## config.mk

```make
export PLATFORM = sky130hd
export DESIGN_NAME = sliding_median_filter_unit
export DESIGN_NICKNAME = d
export VERILOG_FILES = /design/src/hw/rtl/smf_pkg.sv /design/src/hw/rtl/sliding_median_filter_unit.sv
export SDC_FILE = /design/constraint.sdc
export NUM_CORES = 1
export LEC_CHECK = 0
export ABC_AREA = 1
export BUFFER_PORTS_ARGS = -buffer_cell sky130_fd_sc_hd__buf_2
export CAP_MARGIN = 30
export CELL_PAD_IN_SITES_DETAIL_PLACEMENT = 0
export CELL_PAD_IN_SITES_GLOBAL_PLACEMENT = 2
export CORE_MARGIN = 4
export CORE_UTILIZATION = 45
export DETAILED_ROUTE_END_ITERATION = 8
export HOLD_SLACK_MARGIN = 0.03
export PLACE_DENSITY = 0.8
export SYNTH_ARGS = -nofsm -noshare
export SYNTH_HDL_FRONTEND = slang
export SYNTH_SLANG_ARGS = --single-unit
```

## constraint.sdc

```tcl
create_clock -name clk -period 7.95 [get_ports clk]
set_clock_uncertainty 0.1 [all_clocks]
set_input_delay 0.3975 -clock clk [delete_from_list [all_inputs] [get_ports clk]]
set_output_delay 0.3975 -clock clk [all_outputs]
set_load 0.05 [all_outputs]
```

## src/hw/rtl/smf_pkg.sv

```systemverilog
package smf_pkg;

	localparam int MAX_WINDOW = 16;
	localparam int ADDR_W     = $clog2(MAX_WINDOW);
	localparam int CNT_W      = $clog2(MAX_WINDOW + 1);
	localparam int SAMPLE_W   = 16;
	localparam int SIZE_W     = 5;
	localparam logic [SIZE_W-1:0] SIZE_RESET = SIZE_W'(10);

	typedef logic signed [SAMPLE_W-1:0] sample_t;
	typedef logic [ADDR_W-1:0] addr_t;
	typedef logic [CNT_W-1:0] cnt_t;

	typedef enum logic [3:0] {
		ST_IDLE,
		ST_FILL,
		ST_OLD_RD,
		ST_OLD_EV,
		ST_SRT_RD,
		ST_SRT_EV,
		ST_TAIL,
		ST_MED_LO,
		ST_MED_HI,
		ST_MED_SUM,
		ST_DONE
	} state_t;

endpackage

```

## src/hw/rtl/sliding_median_filter_unit.sv

```systemverilog
// Sliding window median over the last window_size signed 16-bit samples (0 acts as 1,
// above 16 saturates to 16). The block holds the raw window in one memory and a sorted
// copy in a second; each new sample replaces the oldest value in the sorted copy in one
// scan, then the median is read from the middle entries (an even window averages the
// middle pair, rounding toward minus infinity). One sample is taken at a time: the next
// beat is held off until the current sample has been merged and its median passed on.
// The scan reads the sorted memory one entry at a time through its single read port.
// The first sample after reset or after a window_size write refills the window and
// comes back unchanged. A median still held by out_stall delays the next one.
// window_size is taken only while the block is idle, and a new sample is held off
// while a write waits.
module sliding_median_filter_unit (
	input  logic                          clk,
	input  logic                          arst_n,
	input  logic                          cfg_valid,
	output logic                          cfg_ready,
	input  logic [smf_pkg::SIZE_W-1:0]    window_size,
	input  logic                          in_valid,
	output logic                          in_stall,
	input  logic signed [smf_pkg::SAMPLE_W-1:0] sample,
	output logic                          out_valid,
	input  logic                          out_stall,
	output logic signed [smf_pkg::SAMPLE_W-1:0] median
);
	import smf_pkg::*;

	state_t state_q, state_d;

	logic [SIZE_W-1:0] window_size_q;
	logic              pending_q;
	addr_t             wpos_q;
	addr_t             rk_q, wk_q;
	cnt_t              left_q;
	logic              up_q, skipped_q, inserted_q;
	logic              out_valid_q;

	cnt_t    n_q;
	sample_t sample_q, old_q, lo_q, res_q, median_q;

	sample_t win_mem_q [MAX_WINDOW];
	sample_t srt_mem_q [MAX_WINDOW];
	sample_t win_rdata_q, srt_rdata_q;

	logic    win_we, srt_we;
	addr_t   win_waddr, win_raddr, srt_waddr, srt_raddr;
	sample_t win_wdata, srt_wdata;

	cnt_t    active_n;
	addr_t   wpos_fix;
	cnt_t    wpos_inc;
	logic    in_beat, cfg_beat, out_free, last_elem;
	logic    skip_hit, ins_hit;
	logic signed [SAMPLE_W:0] mid_sum;

	assign in_beat   = in_valid && !in_stall;
	assign cfg_beat  = cfg_valid && cfg_ready;
	assign cfg_ready = (state_q == ST_IDLE);
	assign in_stall  = (state_q != ST_IDLE) || cfg_valid;
	assign out_valid = out_valid_q;
	assign median    = median_q;
	assign out_free  = !out_valid_q || !out_stall;
	assign last_elem = (left_q == cnt_t'(1));

	always_comb begin
		if (window_size_q == '0) begin
			active_n = cnt_t'(1);
		end else if (32'(window_size_q) > 32'(MAX_WINDOW)) begin
			active_n = cnt_t'(MAX_WINDOW);
		end else begin
			active_n = cnt_t'(window_size_q);
		end
	end

	assign wpos_fix = (cnt_t'(wpos_q) >= active_n) ? '0 : wpos_q;
	assign wpos_inc = cnt_t'(wpos_q) + cnt_t'(1);

	// merge step: drop one copy of the oldest value, place the new sample before x
	assign skip_hit = !skipped_q && (srt_rdata_q == old_q);
	assign ins_hit  = !inserted_q &&
		(up_q ? (srt_rdata_q > sample_q) : (srt_rdata_q < sample_q));

	assign mid_sum = {lo_q[SAMPLE_W-1], lo_q} + {srt_rdata_q[SAMPLE_W-1], srt_rdata_q};

	always_comb begin
		state_d = state_q;
		unique case (state_q)
			ST_IDLE: begin
				if (in_beat) begin
					state_d = pending_q ? ST_FILL : ST_OLD_RD;
				end
			end
			ST_FILL: begin
				if (last_elem) begin
					state_d = ST_DONE;
				end
			end
			ST_OLD_RD:  state_d = ST_OLD_EV;
			ST_OLD_EV:  state_d = ST_SRT_RD;
			ST_SRT_RD:  state_d = ST_SRT_EV;
			ST_SRT_EV: begin
				if (skip_hit || !ins_hit) begin
					state_d = last_elem ? ST_TAIL : ST_SRT_RD;
				end
			end
			ST_TAIL:    state_d = ST_MED_LO;
			ST_MED_LO:  state_d = ST_MED_HI;
			ST_MED_HI:  state_d = ST_MED_SUM;
			ST_MED_SUM: state_d = ST_DONE;
			ST_DONE: begin
				if (out_free) begin
					state_d = ST_IDLE;
				end
			end
			default:    state_d = ST_IDLE;
		endcase
	end

	always_comb begin
		win_we    = 1'b0;
		win_waddr = wpos_q;
		win_wdata = sample_q;
		win_raddr = wpos_q;
		srt_we    = 1'b0;
		srt_waddr = wk_q;
		srt_wdata = sample_q;
		srt_raddr = rk_q;
		unique case (state_q)
			ST_FILL: begin
				win_we    = 1'b1;
				win_waddr = wk_q;
				srt_we    = 1'b1;
			end
			ST_OLD_EV: begin
				win_we = 1'b1;
			end
			ST_SRT_EV: begin
				if (!skip_hit) begin
					srt_we    = 1'b1;
					srt_wdata = ins_hit ? sample_q : srt_rdata_q;
				end
			end
			ST_TAIL: begin
				srt_we = !inserted_q;
			end
			ST_MED_LO: begin
				srt_raddr = addr_t'((n_q - cnt_t'(1)) >> 1);
			end
			ST_MED_HI: begin
				srt_raddr = addr_t'(n_q >> 1);
			end
			default: begin
			end
		endcase
	end

	always_ff @(posedge clk) begin
		if (win_we) begin
			win_mem_q[win_waddr] <= win_wdata;
		end
		win_rdata_q <= win_mem_q[win_raddr];
	end

	always_ff @(posedge clk) begin
		if (srt_we) begin
			srt_mem_q[srt_waddr] <= srt_wdata;
		end
		srt_rdata_q <= srt_mem_q[srt_raddr];
	end

	always_ff @(posedge clk or negedge arst_n) begin
		if (!arst_n) begin
			state_q       <= ST_IDLE;
			window_size_q <= SIZE_RESET;
			pending_q     <= 1'b1;
			wpos_q        <= '0;
			rk_q          <= '0;
			wk_q          <= '0;
			left_q        <= '0;
			up_q          <= 1'b0;
			skipped_q     <= 1'b0;
			inserted_q    <= 1'b0;
			out_valid_q   <= 1'b0;
		end else begin
			state_q <= state_d;
			if (state_q == ST_DONE && out_free) begin
				out_valid_q <= 1'b1;
			end else if (out_valid_q && !out_stall) begin
				out_valid_q <= 1'b0;
			end
			unique case (state_q)
				ST_IDLE: begin
					if (cfg_beat) begin
						window_size_q <= window_size;
						wpos_q        <= '0;
						pending_q     <= 1'b1;
					end else if (in_beat) begin
						wpos_q <= wpos_fix;
						wk_q   <= '0;
						left_q <= active_n;
					end
				end
				ST_FILL: begin
					wk_q   <= wk_q + addr_t'(1);
					left_q <= left_q - cnt_t'(1);
					if (last_elem) begin
						pending_q <= 1'b0;
					end
				end
				ST_OLD_EV: begin
					wpos_q     <= (wpos_inc >= n_q) ? '0 : addr_t'(wpos_inc);
					up_q       <= (sample_q >= win_rdata_q);
					rk_q       <= (sample_q >= win_rdata_q) ? '0 : addr_t'(n_q - cnt_t'(1));
					wk_q       <= (sample_q >= win_rdata_q) ? '0 : addr_t'(n_q - cnt_t'(1));
					left_q     <= n_q;
					skipped_q  <= 1'b0;
					inserted_q <= 1'b0;
				end
				ST_SRT_EV: begin
					if (skip_hit) begin
						skipped_q <= 1'b1;
						rk_q      <= up_q ? rk_q + addr_t'(1) : rk_q - addr_t'(1);
						left_q    <= left_q - cnt_t'(1);
					end else begin
						wk_q <= up_q ? wk_q + addr_t'(1) : wk_q - addr_t'(1);
						if (ins_hit) begin
							inserted_q <= 1'b1;
						end else begin
							rk_q   <= up_q ? rk_q + addr_t'(1) : rk_q - addr_t'(1);
							left_q <= left_q - cnt_t'(1);
						end
					end
				end
				default: begin
				end
			endcase
		end
	end

	always_ff @(posedge clk) begin
		if (in_beat) begin
			sample_q <= sample;
			n_q      <= active_n;
		end
		if (state_q == ST_OLD_EV) begin
			old_q <= win_rdata_q;
		end
		if (state_q == ST_FILL) begin
			res_q <= sample_q;
		end
		if (state_q == ST_MED_HI) begin
			lo_q <= srt_rdata_q;
		end
		if (state_q == ST_MED_SUM) begin
			res_q <= sample_t'(mid_sum >>> 1);
		end
		if (state_q == ST_DONE && out_free) begin
			median_q <= res_q;
		end
	end

	a_cfg_rearms: assert property (@(posedge clk) disable iff (!arst_n)
		cfg_beat |=> pending_q && (wpos_q == '0))
		else $error("window_size write did not rearm the window fill");

	a_no_cfg_and_beat: assert property (@(posedge clk) disable iff (!arst_n)
		!(cfg_beat && in_beat))
		else $error("sample beat taken together with a window_size write");

	a_insert_no_overlap: assert property (@(posedge clk) disable iff (!arst_n)
		(state_q == ST_SRT_EV) && ins_hit && !skip_hit |-> (wk_q != rk_q))
		else $error("sorted insert overwrites the entry being read");

	a_oldest_dropped: assert property (@(posedge clk) disable iff (!arst_n)
		(state_q == ST_TAIL) |-> skipped_q)
		else $error("oldest value not found in sorted store");

	a_result_lands: assert property (@(posedge clk) disable iff (!arst_n)
		(state_q == ST_DONE) && out_free |=> out_valid_q && (state_q == ST_IDLE))
		else $error("median beat lost on leaving done");

endmodule

```

# ---- Word level (Yosys, flattened, before mapping)
# Memory sizes are Yosys's and may differ from the RTL's. A register that Yosys moved wholly into a read port is not among the register bits.
# Cells that the tools add are included.
dict set report totals {
  ff_bits 116
  ram_bits 512
  inputBits 26
  out_inout_bits 19
  word_cells 145
  memories 2
}
dict set report op_classes {
  addsub 8
  order_cmp 6
  eq_ne 24
  n_mux 54
  n_reduce_logical 34
}
# name depth width read_ports rd_ports_with_merged_regs wr line_no
set mem_list {}
lappend mem_list {srt_mem_q 16 16 1 1 1 sliding_median_filter_unit.sv:41} ;# sample_t srt_mem_q [MAX_WINDOW];
lappend mem_list {win_mem_q 16 16 1 1 1 sliding_median_filter_unit.sv:40} ;# sample_t win_mem_q [MAX_WINDOW];
# cell count
set op_table {}
lappend op_table {{$mux 16} 5}
lappend op_table {{$mux 4} 17}
lappend op_table {{$pmux 4 s11} 1}
lappend op_table {{$mux 5} 6}
lappend op_table {{$pmux 4 s2} 3}
lappend op_table {{$pmux 5 s4} 1}
lappend op_table {{$add 16x16->17} 1}
lappend op_table {{$eq 16x16->1} 1}
lappend op_table {{$eq 4x3->1 const B} 4}
lappend op_table {{$ge 16x16->1} 1}
lappend op_table {{$gt 16x16->1} 1}
lappend op_table {{$lt 16x16->1} 1}
lappend op_table {{$pmux 4 s4} 1}
lappend op_table {{$mux 1} 14}
lappend op_table {{$ne 2x2->1 const B} 7}
lappend op_table {{$eq 4x4->1 const B} 3}
lappend op_table {{$reduce_and 4->1} 3}
lappend op_table {{$reduce_bool 2->1} 5}
lappend op_table {{$sub 5x1->5 const B} 2}
lappend op_table {{$reduce_and 3->1} 3}
lappend op_table {{$add 4x1->4 const B} 2}
lappend op_table {{$eq 4x2->1 const B} 2}
lappend op_table {{$reduce_bool 4->1} 2}
lappend op_table {{$sub 4x1->4 const B} 2}
lappend op_table {{other kinds (19)} 38}

# ---- Longest topological paths before layout
dict set report logic_depth {
  depth_word 8
  ltp_mapped 19
  mapped_depth_nobuf 19
}

# ---- Worst setup path after synthesis
# Ideal clock, no wire load.
dict set report synth_timing {
  path_type {reg-to-reg}
  start {register sample_q[15]}
  end {memory srt_mem_q[0][11] in the netlist's numbering, data pin}
  setup_time_ps 330
  arrival_time_ps 2706
  required_time_ps 7520
  setup_slack_ps 4813
  path_stages_with_launch 16
  n_path_buf 1
  synth_period_minus_slack_ps 3137
  cell_sequence {edfxtp_1 inv_1 ha_1 nand2_1 inv_1 nand3_1 nor2_1 nand2_1 nand2_1 nand2_1 nand2_1 nand2_1 nand3_2 nand2_1 buf_4 o21ai_0}
}
dict set report synth_via {
  elab_chain_cells 6
  word_cells_on_any_way 7
  cone_classes {order compare (2); mux (4); reduce/logical (1)}
}
# element line_no
set synth_lines {}
lappend synth_lines {{start, declared} sliding_median_filter_unit.sv:38} ;# sample_t sample_q, old_q, lo_q, res_q, median_q;
lappend synth_lines {{start signal, assigned} sliding_median_filter_unit.sv:241} ;# sample_q <= sample;
lappend synth_lines {{$lt 16x16->1 / $gt 16x16->1 (equally long branches)} sliding_median_filter_unit.sv:80} ;# (up_q ? (srt_rdata_q > sample_q) : (srt_rdata_q < sample_q));
lappend synth_lines {{$mux 1 (*)} sliding_median_filter_unit.sv:80}
lappend synth_lines {{$logic_and 1x1->1 (*)} sliding_median_filter_unit.sv:79} ;# assign ins_hit = !inserted_q &&
lappend synth_lines {{$mux 16 (*)} sliding_median_filter_unit.sv:139} ;# srt_wdata = ins_hit ? sample_q : srt_rdata_q;
lappend synth_lines {{$mux 16 (*)} sliding_median_filter_unit.sv:137} ;# if (!skip_hit) begin
lappend synth_lines {{$mux 16 (*)} sliding_median_filter_unit.sv:127} ;# unique case (state_q)
lappend synth_lines {{named net srt_wdata[11]} sliding_median_filter_unit.sv:46} ;# sample_t win_wdata, srt_wdata;
lappend synth_lines {{end, declared} sliding_median_filter_unit.sv:41}
# Mark *: on every way through the listed nets, which the timed path passes. The rest lies on a longest branch.

# ---- Worst setup path in the final report
dict set report layout_timing {
  start {register sample_q[3]}
  end {memory srt_mem_q[10][6] in the netlist's numbering, data pin}
}
# Same word-level chain as after synthesis.

==> summary.md <==
| Metric | Value |
|---|---|
| Status | `completed` |
| H-tree depth | `3` |
| Die area | `0.06657 mm2` |
| N_diodes | `0` |
| Vias in the first global route | `between 15000 and 20000` |
| Pwr/cell area | `367.4 mW/mm2` |
| Cell Area, Synth | `0.02813 mm2` |
| CTS buffer count | `71` |
| Stages on worst setup path | `18` |
| FF-to-FF path depth | `18` |
| CP dominant cell by count | `nand2_1` |
| Max Cap Viol | `0` |
| Antenna violations before repair | `2` |
| Setup CP Type | `flip-flop to flip-flop` |
| Fin nets | `approximately 2600` |
| # clock sinks | `between 600 and 700` |
| Fin. max-slew vios | `0` |
| Die Width | `258.0 um` |
| TritonRoute pass-1 iters | `5` |
| Min Tclk post-route | `about 3700 ps` |
| Grt total ovfl | `0` |
| WL/cell | `between 20 and 25 um` |
| Area grow syn2layout | `14.70%` |
| Synth unique cells | `51` |
| DRC | `0` |
| Post-synth ARST share | `0.04697` |
| Core footprint | `0.06183 mm2` |
| DRT iter0 DRCs | `1461` |
| Maximum fanout along the worst path | `19` |
| Hold Buf Count CTS | `23` |
| Post_cts resized | `0` |
| Critical path arrival | `3920 ps` |
| CTS tree | `built` |
| Clock-pin transition on the worst setup and hold timing paths | `approximately 60 ps` |
| Wirelength, routed | `75990 um` |
| Hold crit path type | `primary input to flip-flop` |
| Max incr delay on CP | `830 ps` |
| # fillers | `5229` |
| Crit-path cells | `inv_1, ha_1, nand2_1, inv_1, nand2_1, nand2_1, nand2_1, nand2_1, nand2_1, nand2_1, nand2_1, nand2_1, nand2_1, nand3_2, nand2_1, buf_16, nand2_1, nand2_1` |
| I/O Pins | `45` |
| Synth warn | `0` |
| CP max-delay cell | `edfxtp_1` |
| Worst-Margin Slew | `~1200 ps` |
| CP top delay family | `simple AND/OR/NAND/NOR gates` |
| Sequential-to-total area share from yosys stat | `0.6878` |
| CP Launch Type | `flip-flop` |
| Largest net degree at the start of global routing | `257` |
| Num rows | `91` |
| RSZ-0062 raised after global routing | `false` |
| # setup viols final | `0` |
| Relative slew margins | `0.2253` |
| Crit. End Element | `flip-flop` |
| GR Util All Layers | `0.2273` |
| GPL Wtd Cong | `0.8638` |
| Via/cell ratio | `between 5 and 6` |
| Total power | `11.85 mW` |
| Number of routed nets with antenna violations | `0` |
| Fin Setup TNS | `0 ps` |
| WHS Path Cells | `5` |
| Worst Path Required | `8180 ps` |
| HPWL after DPL | `43780 um` |
| Fmax | `approximately 270 MHz` |
| PortBufs | `44` |
| Most frequently used flop master after synthesis | `edfxtp_1` |
| Pleak | `12.02 nW` |
| Share of cells above drive strength 1 | `0.1080` |
| Root buffer selected by CTS | `clkbuf_16` |
| Final Hold Fails | `0` |
| First-pass GRT wire length | `113300 um` |
| Flops & latches, synth | `between 600 and 700` |
| Syn Nets | `2478` |
| Worst-Skew Late Latency | `between 600 and 700 ps` |
| Initial Utilization | `0.4550` |
| Fin crit share | `0.4633` |
| Setup Buffers After CTS | `0` |
| Peak supply drop | `315.7 uV` |
| Vias | `18396` |
| Maximum clock path buffer count | `3` |
| Syn avg cell area | `between 10 and 15 um2` |
| Number of enable flip-flop cells after synthesis | `597` |
| Cells after Synth | `2383` |
| Chip height | `258.0 um` |
| WP buf/inv | `3` |
-- sequential cells by signal, indices dropped and copies added (netlist names), 16 cells and up --
name / count
lo_q: 16
median: 16
old_q: 16
res_q: 16
sample_q: 16
srt_mem_q: 256
srt_rdata_q: 16
win_mem_q: 256
win_rdata_q: 16
-- synthesized netlist by cell type (all sizes together) (3+ instances only) --
cell    number  area share
a211oi       3      0.0012
a21o         5      0.0013
a21oi      105       0.019
buf         51      0.0094
clkbuf      60      0.0080
clkinv       3     0.00040
dfrtp       28       0.025
dfstp        3      0.0028
dfxtp       32       0.023
edfxtp     597        0.64
ha          67       0.030
inv        260       0.035
nand2      307       0.041
nand3      171       0.031
nand4        5      0.0013
nor2       220       0.030
nor3         6      0.0012
o211ai      88       0.024
o21ai      250       0.045
o21bai       3     0.00080
o221ai      48       0.015
o22ai       24      0.0053
or2          3     0.00067
xnor2       12      0.0037
xor2        14      0.0044
-- worst paths after layout --
check	start	to	slack [ps]
max	sample_q[3]	srt_mem_q[10][6]	4270
min	cfg_valid	window_size_q[3]	90
max reg2reg	sample_q[3]	srt_mem_q[10][6]	4270
min reg2reg	res_q[4]	median[4]	320
max in group asynchronous	arst_n	win_raddr[0]	6840
min in group asynchronous	arst_n	left_q[1]	320
-- through the flow --
stage	util	instances	worst slack, ps	cell area (um2)	hold slack (ps)
after global routing	0.5218	3364	3953	32260	115.4
after floorplan	-	2383	4813	28130	1.909
after global placement	0.4776	3208	3866	29530	309.7
after CTS	0.5214	3363	4275	32230	63.13
after detailed placement	0.4786	3211	4305	29590	305.2
final	0.5218	3364	4267	32260	92.62
-- cell type report --
class | instances | area (um2) | share of cell area
Sequential cell | 660 | 19350 | 0.5999
Multi-Input combinational cell | 1349 | 7491 | 0.2322
Clock buffer | 90 | 1984 | 0.06151
Tap cell | 837 | 1047 | 0.03246
Inverter | 263 | 988.4 | 0.03064
Timing Repair Buffer | 126 | 965.9 | 0.02994
Clock inverter | 39 | 431.7 | 0.01338
-- power breakdown --
part / switching, mW / internal, mW / total (mW)
clock: 1.34 / 2.06 / 3.40
combinational: 2.59 / 1.13 / 3.72
sequential: 0.314 / 4.42 / 4.73
-- logic make-up after synthesis --
logic type                 synth area share
and+or+nand+nor                      0.1060
DFF                                  0.6878
AOI/OAI and AO/OA                    0.1140
buffers and inverters               0.05253
adders and majority gates           0.03123
xor gates and xnor gates           0.008096
muxes                             0.0004003
-- cell usage in the layout, fill, tap and decap left out, drive strengths merged, types with 2 or more instances in the layout --
master,synthesis,layout
dfrtp,28,28
nand4,5,5
fa,2,2
o221ai,48,48
buf,51,103
o22ai,24,24
a211oi,3,3
dfstp,3,3
o21ai,250,250
edfxtp,597,597
o21bai,3,3
o21a,2,2
bufinv,0,9
or2,3,3
o2111ai,2,2
a21oi,105,105
clkbuf,60,90
nor2,220,220
a21o,5,5
dlygate4sd3,0,23
a21boi,2,2
inv,260,262
xor2,14,14
xnor2,12,12
nand3,171,171
dfxtp,32,32
o211ai,88,88
nand2,307,307
ha,67,67
nor3,6,6
clkinv,3,31
-- routing by layer --
| metal | track usage | part of all wire |
|---|---|---|
| met1 | 0.3067 | 0.43 |
| met2 | 0.3871 | 0.49 |
| met3 | 0.03403 | 0.053 |
| met4 | 0.06285 | 0.027 |
| met5 | 0 | 0 |
-- tightest hold or removal path, stage by stage --
cell and delay (ps):
buf_2 110, inv_1 50, nor2_2 90, nand2_1 70, o21ai_0 70
Power figures use the tool's default switching activity.
